[src/rtl/lfu_pkg.sv]
// Package for the LFU cache policy unit: sizes, widths and the sequencer state type.
// Depends on nothing; used by rtl/lfu_cache_policy_unit.sv.
package lfu_pkg;
  localparam int unsigned Entries = 16;
  localparam int unsigned IdxW = $clog2(Entries);
  localparam int unsigned KeyBits = 32;
  localparam int unsigned WordW = 32;
  localparam int unsigned StampW = 48;
  localparam int unsigned CapW = 5;
  localparam int unsigned OccW = 5;
  localparam logic [CapW-1:0] CapReset = CapW'(16);

  localparam logic OpSet = 1'b0;
  localparam logic OpGet = 1'b1;

  typedef enum logic [2:0] {
    StIdle,
    StScan,
    StLast,
    StWrite
  } state_e;

  typedef struct packed {
    logic [KeyBits-1:0] key;
    logic [WordW-1:0] value;
    logic [WordW-1:0] count;
    logic [StampW-1:0] stamp;
  } entry_t;
endpackage

[src/rtl/lfu_cache_policy_unit.sv]
// LFU cache policy unit: key-value store with least-frequently-used eviction.
// Depends on rtl/lfu_pkg.sv.
//
// An item is taken when start_i is high and busy_o is low. Each item reads the
// entry memory once per entry, one entry per cycle, through the single read
// port of the entry memory.
// A get gives one result beat on valid_o for one cycle; a set gives none.
// The receiver cannot stall: results must be taken when shown.
module lfu_cache_policy_unit (
  input  logic clk_i,
  input  logic rst_ni,
  input  logic start_i,
  output logic busy_o,
  input  logic op_i,
  input  logic signed [31:0] key_i,
  input  logic signed [31:0] value_i,
  input  logic cfg_valid_i,
  output logic cfg_ready_o,
  input  logic [4:0] cfg_data_i,
  output logic valid_o,
  output logic hit_o,
  output logic signed [31:0] data_o
);
  localparam logic [lfu_pkg::IdxW:0] LastIdx = (lfu_pkg::IdxW+1)'(lfu_pkg::Entries - 1);

  lfu_pkg::entry_t mem_q [lfu_pkg::Entries];
  lfu_pkg::entry_t rd_q;
  logic [lfu_pkg::IdxW-1:0] rd_addr;
  logic mem_we;
  logic [lfu_pkg::IdxW-1:0] wr_addr;
  lfu_pkg::entry_t wr_data;

  lfu_pkg::state_e state_q, state_d;
  logic [lfu_pkg::Entries-1:0] valid_q, valid_d;
  logic [lfu_pkg::CapW-1:0] cap_q, cap_d;
  logic [lfu_pkg::OccW-1:0] occ_q, occ_d;
  logic [lfu_pkg::StampW-1:0] stamp_q, stamp_d;
  logic [lfu_pkg::IdxW:0] cnt_q, cnt_d;
  logic [lfu_pkg::IdxW-1:0] chk_q, chk_d;
  logic op_q, op_d;
  logic [lfu_pkg::KeyBits-1:0] key_q, key_d;
  logic [lfu_pkg::WordW-1:0] val_q, val_d;
  logic hit_q, hit_d;
  logic [lfu_pkg::IdxW-1:0] hidx_q, hidx_d;
  lfu_pkg::entry_t hent_q, hent_d;
  logic vic_ok_q, vic_ok_d;
  logic [lfu_pkg::IdxW-1:0] vidx_q, vidx_d;
  logic [lfu_pkg::WordW-1:0] vcnt_q, vcnt_d;
  logic [lfu_pkg::StampW-1:0] vstamp_q, vstamp_d;
  logic out_v_q, out_v_d;
  logic out_hit_q, out_hit_d;
  logic [lfu_pkg::WordW-1:0] out_data_q, out_data_d;

  logic [lfu_pkg::CapW-1:0] eff_cap;
  logic free_ok;
  logic [lfu_pkg::IdxW-1:0] free_idx;

  always_ff @(posedge clk_i) begin
    if (mem_we) begin
      mem_q[wr_addr] <= wr_data;
    end
    rd_q <= mem_q[rd_addr];
  end

  always_comb begin
    eff_cap = cap_q;
    if (cap_q == '0) begin
      eff_cap = lfu_pkg::CapW'(1);
    end else if (32'(cap_q) > lfu_pkg::Entries) begin
      eff_cap = lfu_pkg::CapW'(lfu_pkg::Entries);
    end
    free_ok = 1'b0;
    free_idx = '0;
    for (int i = lfu_pkg::Entries - 1; i >= 0; i--) begin
      if (!valid_q[i]) begin
        free_ok = 1'b1;
        free_idx = lfu_pkg::IdxW'(i);
      end
    end
  end

  always_comb begin
    logic [lfu_pkg::WordW-1:0] ncnt;
    logic evict;
    logic [lfu_pkg::IdxW-1:0] slot;
    state_d = state_q;
    valid_d = valid_q;
    cap_d = cap_q;
    occ_d = occ_q;
    stamp_d = stamp_q;
    cnt_d = cnt_q;
    chk_d = chk_q;
    op_d = op_q;
    key_d = key_q;
    val_d = val_q;
    hit_d = hit_q;
    hidx_d = hidx_q;
    hent_d = hent_q;
    vic_ok_d = vic_ok_q;
    vidx_d = vidx_q;
    vcnt_d = vcnt_q;
    vstamp_d = vstamp_q;
    out_v_d = 1'b0;
    out_hit_d = out_hit_q;
    out_data_d = out_data_q;
    rd_addr = cnt_q[lfu_pkg::IdxW-1:0];
    mem_we = 1'b0;
    wr_addr = hidx_q;
    wr_data = hent_q;
    busy_o = (state_q != lfu_pkg::StIdle);
    cfg_ready_o = (state_q == lfu_pkg::StIdle);
    ncnt = '0;
    evict = 1'b0;
    slot = '0;
    if (cfg_valid_i && cfg_ready_o) begin
      cap_d = cfg_data_i;
    end
    unique case (state_q)
      lfu_pkg::StIdle: begin
        rd_addr = '0;
        if (start_i) begin
          op_d = op_i;
          key_d = key_i;
          val_d = value_i;
          hit_d = 1'b0;
          vic_ok_d = 1'b0;
          cnt_d = (lfu_pkg::IdxW+1)'(1);
          chk_d = '0;
          state_d = lfu_pkg::StScan;
        end
      end
      lfu_pkg::StScan, lfu_pkg::StLast: begin
        if (valid_q[chk_q]) begin
          if (rd_q.key == key_q && !hit_q) begin
            hit_d = 1'b1;
            hidx_d = chk_q;
            hent_d = rd_q;
          end
          if (!vic_ok_q || rd_q.count < vcnt_q ||
              (rd_q.count == vcnt_q && rd_q.stamp < vstamp_q)) begin
            vic_ok_d = 1'b1;
            vidx_d = chk_q;
            vcnt_d = rd_q.count;
            vstamp_d = rd_q.stamp;
          end
        end
        chk_d = chk_q + lfu_pkg::IdxW'(1);
        if (state_q == lfu_pkg::StLast) begin
          state_d = lfu_pkg::StWrite;
        end else begin
          if (cnt_q == LastIdx) begin
            state_d = lfu_pkg::StLast;
          end
          cnt_d = cnt_q + (lfu_pkg::IdxW+1)'(1);
        end
      end
      lfu_pkg::StWrite: begin
        state_d = lfu_pkg::StIdle;
        ncnt = (hent_q.count == '1) ? hent_q.count : hent_q.count + lfu_pkg::WordW'(1);
        if (hit_q) begin
          mem_we = 1'b1;
          wr_addr = hidx_q;
          wr_data.key = hent_q.key;
          wr_data.count = ncnt;
          wr_data.stamp = stamp_q;
          wr_data.value = (op_q == lfu_pkg::OpSet) ? val_q : hent_q.value;
          stamp_d = stamp_q + lfu_pkg::StampW'(1);
        end
        if (op_q == lfu_pkg::OpGet) begin
          out_v_d = 1'b1;
          out_hit_d = hit_q;
          out_data_d = hit_q ? hent_q.value : '1;
        end else if (!hit_q) begin
          evict = (occ_q >= eff_cap) && vic_ok_q;
          slot = free_idx;
          if (evict && (!free_ok || vidx_q < free_idx)) begin
            slot = vidx_q;
          end
          if (evict || free_ok) begin
            mem_we = 1'b1;
            wr_addr = slot;
            wr_data.key = key_q;
            wr_data.value = val_q;
            wr_data.count = lfu_pkg::WordW'(1);
            wr_data.stamp = stamp_q;
            stamp_d = stamp_q + lfu_pkg::StampW'(1);
            if (evict) begin
              valid_d[vidx_q] = 1'b0;
            end
            valid_d[slot] = 1'b1;
            occ_d = (evict ? ((occ_q > '0) ? occ_q - lfu_pkg::OccW'(1) : occ_q) : occ_q)
                    + lfu_pkg::OccW'(1);
          end
        end
      end
      default: state_d = lfu_pkg::StIdle;
    endcase
  end

  always_ff @(posedge clk_i or negedge rst_ni) begin
    if (!rst_ni) begin
      state_q <= lfu_pkg::StIdle;
      valid_q <= '0;
      cap_q <= lfu_pkg::CapReset;
      occ_q <= '0;
      stamp_q <= '0;
      cnt_q <= '0;
      out_v_q <= 1'b0;
    end else begin
      state_q <= state_d;
      valid_q <= valid_d;
      cap_q <= cap_d;
      occ_q <= occ_d;
      stamp_q <= stamp_d;
      cnt_q <= cnt_d;
      out_v_q <= out_v_d;
    end
  end

  always_ff @(posedge clk_i) begin
    chk_q <= chk_d;
    op_q <= op_d;
    key_q <= key_d;
    val_q <= val_d;
    hit_q <= hit_d;
    hidx_q <= hidx_d;
    hent_q <= hent_d;
    vic_ok_q <= vic_ok_d;
    vidx_q <= vidx_d;
    vcnt_q <= vcnt_d;
    vstamp_q <= vstamp_d;
    out_hit_q <= out_hit_d;
    out_data_q <= out_data_d;
  end

  assign valid_o = out_v_q;
  assign hit_o = out_hit_q;
  assign data_o = out_data_q;
endmodule
[config.mk]
export PLATFORM = sky130hd
export DESIGN_NAME = lfu_cache_policy_unit
export DESIGN_NICKNAME = d
export VERILOG_FILES = /design/src/rtl/lfu_pkg.sv /design/src/rtl/lfu_cache_policy_unit.sv
export SDC_FILE = /design/constraint.sdc
export NUM_CORES = 2
export LEC_CHECK = 0
export ABC_AREA = 1
export BUFFER_PORTS_ARGS = -buffer_cell sky130_fd_sc_hd__buf_2
export CORE_MARGIN = 2
export CORE_UTILIZATION = 45
export DETAILED_ROUTE_END_ITERATION = 10
export PLACE_DENSITY = 0.69
export SETUP_SLACK_MARGIN = 0.3
export SYNTH_ARGS = -nofsm -noshare
export SYNTH_HDL_FRONTEND = slang
export SYNTH_SLANG_ARGS = --single-unit
[constraint.sdc]
create_clock -name clk_i -period 14.82 [get_ports clk_i]
set_input_delay 0.741 -clock clk_i [delete_from_list [all_inputs] [get_ports clk_i]]
set_output_delay 0.741 -clock clk_i [all_outputs]
set_load 0.01 [all_outputs]
==> results.json <==
{
  "outcome": "finished, final reports clean",
  "cts_resized": 0,
  "cp_slowest_cell": "nor2_4",
  "drt-wirelength-per-cell_um": 25.0,
  "final_util": 0.509,
  "placed_cell_area_um2": 118000,
  "vdd_drop_max_mv": 0.204,
  "path_class": "flop to flop",
  "final.min_clock_period_ns": 7.12,
  "portBuffers": 109,
  "most-common-layout-cells": "edfxtp_1, nor2_1, nand2_1",
  "yosys.area_share.adder": 0.0108,
  "cp-startpoint": "cap_q[0]$_DFFE_PN0P_",
  "path_depth": 23,
  "max_slew_margin": 0.0746,
  "slew_viol_final": 0,
  "pin_count": 110,
  "synthCells": 8447,
  "hold_violations": 0,
  "post_cts_buffers": 0,
  "numCtsBuffers": 296,
  "overflow": 0,
  "synth-async-reset-ratio": 0.0286,
  "ant_nets": 0,
  "finalCritPeriodShare": 0.481,
  "setup.worst_path.end": "mem_q[8][118]$_DFFE_PP_",
  "clockRootBuffer": "clkbuf_16",
  "synth.area.mux_share": 0.000398,
  "place_congestion": 0.847,
  "via_count": 73235,
  "cts_num_sinks": 2866,
  "ys_warn_count": 0,
  "first_pass_iters": 6,
  "max_stage_delay_ns": 0.84,
  "synth_ff_type": "edfxtp_1",
  "r2r_slack_ns": 7.70,
  "cp-start-kind": "flop",
  "nNetsFinal": 8678,
  "worstMarginPinSlew_ns": 1.39,
  "end_kind": "flop",
  "p_leak_nw": 42.4,
  "areaGrowthSynthToFinish_pct": 12.7,
  "drc": 0,
  "first_global_vias": 70649,
  "first_iter_violations": 10091,
  "design_area_um2": 128000,
  "max_freq_ghz": 0.140,
  "viasPerCell": 6.07,
  "fin_setup_tns_ns": 0,
  "clk_pin_slew_ns": 0.06,
  "clk_latency_ns": 0.96,
  "drv_cap": 0,
  "total_power_mw": 24.6,
  "track_usage": 0.228,
  "required_ns": 15.36,
  "skew_ns": 0.0640,
  "synth.avg_cell_area_um2": 13.4,
  "crit_top_cell": "nand2_1",
  "setup_ws_ns": 7.70,
  "crit_buf_inv": 7,
  "syn-num-nets": 8619,
  "yosysSeqAreaShare": 0.743,
  "fp.coreArea_um2": 251000,
  "synth_largest_area_cell": "edfxtp_1",
  "holdBufCountCts": 63,
  "dpl_worst_slack_ns": 7.86,
  "rsz0062_at_grt": "false",
  "setup_violations": 0,
  "worstPathCellList": "or4_1, o21ai_0, ha_1, o21a_1, o21a_1, o21a_1, o21ai_1, nand2_1, nand2_1, inv_2, nor2_4, buf_4, nor2_1, inv_1, nor2_4, inv_2, nand2_1, nand2_1, inv_1, nand2_1, nor2_4, buf_4, buf_4",
  "routed_wl_um": 302000,
  "clock_path_buffers": 4,
  "r2r_cells": 23,
  "synth_top_family_by_area": "compound AO/OA/AOI/OAI gates",
  "synth_top_area_frac": 0.700,
  "cp_max_fo": 41,
  "antenna_found_initial": 5,
  "cts_tree": "yes",
  "powerDensity_nw_per_um2": 193,
  "dieArea_um2": 256000,
  "synth_compound_area_frac": 0.135,
  "cp.arrival_ns": 7.67,
  "synth_edf_count": 2640,
  "nFillCells": 20507,
  "drive_gt1_frac": 0.0893,
  "synth_area_leaders": "edfxtp_1, nor2_1, o21ai_0",
  "syn_area_um2": 113000,
  "hpwlAfterDp_um": 148000,
  "grt_max_degree": 218,
  "start_util": 0.451,
  "worst_path_dominant_cell_family": "simple AND/OR/NAND/NOR gates",
  "htreeDepth": 5,
  "layout_commonest_cell": "edfxtp_1",
  "ys_types": 62,
  "synth_seq_cells": 2866,
  "rows": 184,
  "synthXorXnorAreaFrac": 0.00734,
  "grt_pass1_wl_um": 447000,
  "synth-simple-area-share": 0.0733,
  "r2r_start": "cap_q[0]$_DFFE_PN0P_",
  "hold_path.class": "primary input to flop",
  "r2r_end": "mem_q[8][118]$_DFFE_PP_",
  "fp.dieH_um": 506,
  "die_x_um": 506
}
per-stage QoR:
step | std cells | hold WS (ns)
finish | 12072 | 0.0576
CTS | 12071 | 0.000887
detailed placement | 11493 | 0.389
global route | 12071 | 0.0137
global placement | 11492 | 0.387
floorplan | 8447 | 0.386
worst min-delay path by stage:
stage,startpoint,to,cells after the start
floorplan,rd_q[100]$_DFF_P_,hent_q[100]$_DFFE_PP_,0
global placement,rd_q[109]$_DFF_P_,hent_q[109]$_DFFE_PP_,0
detailed placement,rd_q[80]$_DFF_P_,hent_q[80]$_DFFE_PP_,0
CTS,key_i[7],key_q[7]$_DFFE_PP_,1
global route,key_i[7],key_q[7]$_DFFE_PP_,1
finish,key_i[7],key_q[7]$_DFFE_PP_,1
Yosys cell counts (all sizes together), types with 58 or more instances:
cell type  number
edfxtp       2640
nor2         1029
nand2         849
o21ai         734
a21oi         517
clkbuf        516
o22ai         367
inv           294
a221oi        206
o311ai        206
dfxtp         144
a22oi         124
o211ai        100
ha             98
xor2           86
dfrtp          81
nand3          80
buf            66
nor3           58
sequential cells by signal (all words and copies together), names as in the netlist, 5 cells and up:
signal    flops
cap_q         5
cnt_q         5
data_o       32
hent_q      144
key_q        32
mem_q      2304
occ_q         5
rd_q        144
stamp_q      48
val_q        32
valid_q      16
vcnt_q       32
vstamp_q     48
per-layer routing:
metal,global-route usage,vias to the layer above,wire [µm]
met5,0,-,17
met4,0.0746,2,9210
met3,0.0410,565,28800
met2,0.364,3960,142000
met1,0.319,36591,122000
li1,-,32117,-
cell type report:
class,count,area [µm²],share of cell area
repair buffers,343,2750,0.0215
flip-flops and latches,2866,84200,0.660
well taps,3348,4190,0.0328
clock buffers,413,8370,0.0656
clock inverters,102,973,0.00762
diodes,1,2.50,0.0000196
multi-input cells,4704,26000,0.204
inverters,295,1140,0.00892
cells by family after synthesis:
kind of cell / after synthesis
compound gates: 2431
xor+xnor: 95
fa+ha+maj: 98
buf+inv: 877
flops: 2866
mux: 4
simple gates: 2076
worst reg2reg max path, stage by stage, from the launching register on:
cell and delay (ns):
dfrtp_1 0.39, or4_1 0.56, o21ai_0 0.25, ha_1 0.17, o21a_1 0.13, o21a_1 0.11
o21a_1 0.10, o21ai_1 0.07, nand2_1 0.08, nand2_1 0.10, inv_2 0.16, nor2_4 0.05
buf_4 0.29, nor2_1 0.17, inv_1 0.08, nor2_4 0.48, inv_2 0.45, nand2_1 0.17
nand2_1 0.13, inv_1 0.10, nand2_1 0.22, nor2_4 0.84, buf_4 0.79, buf_4 0.77
where the power goes:
| part | internal, mW | switching [mW] | leakage, nW | total (mW) |
|---|---|---|---|---|
| Clock | 4.25 | 2.99 | 4.59 | 7.23 |
| Combinational | 1.94 | 4.90 | 11.7 | 6.84 |
| Sequential | 10.0 | 0.485 | 26.1 | 10.5 |
| Total | 16.2 | 8.37 | 42.4 | 24.6 |
No activity file was read; power rests on OpenSTA's default activity.
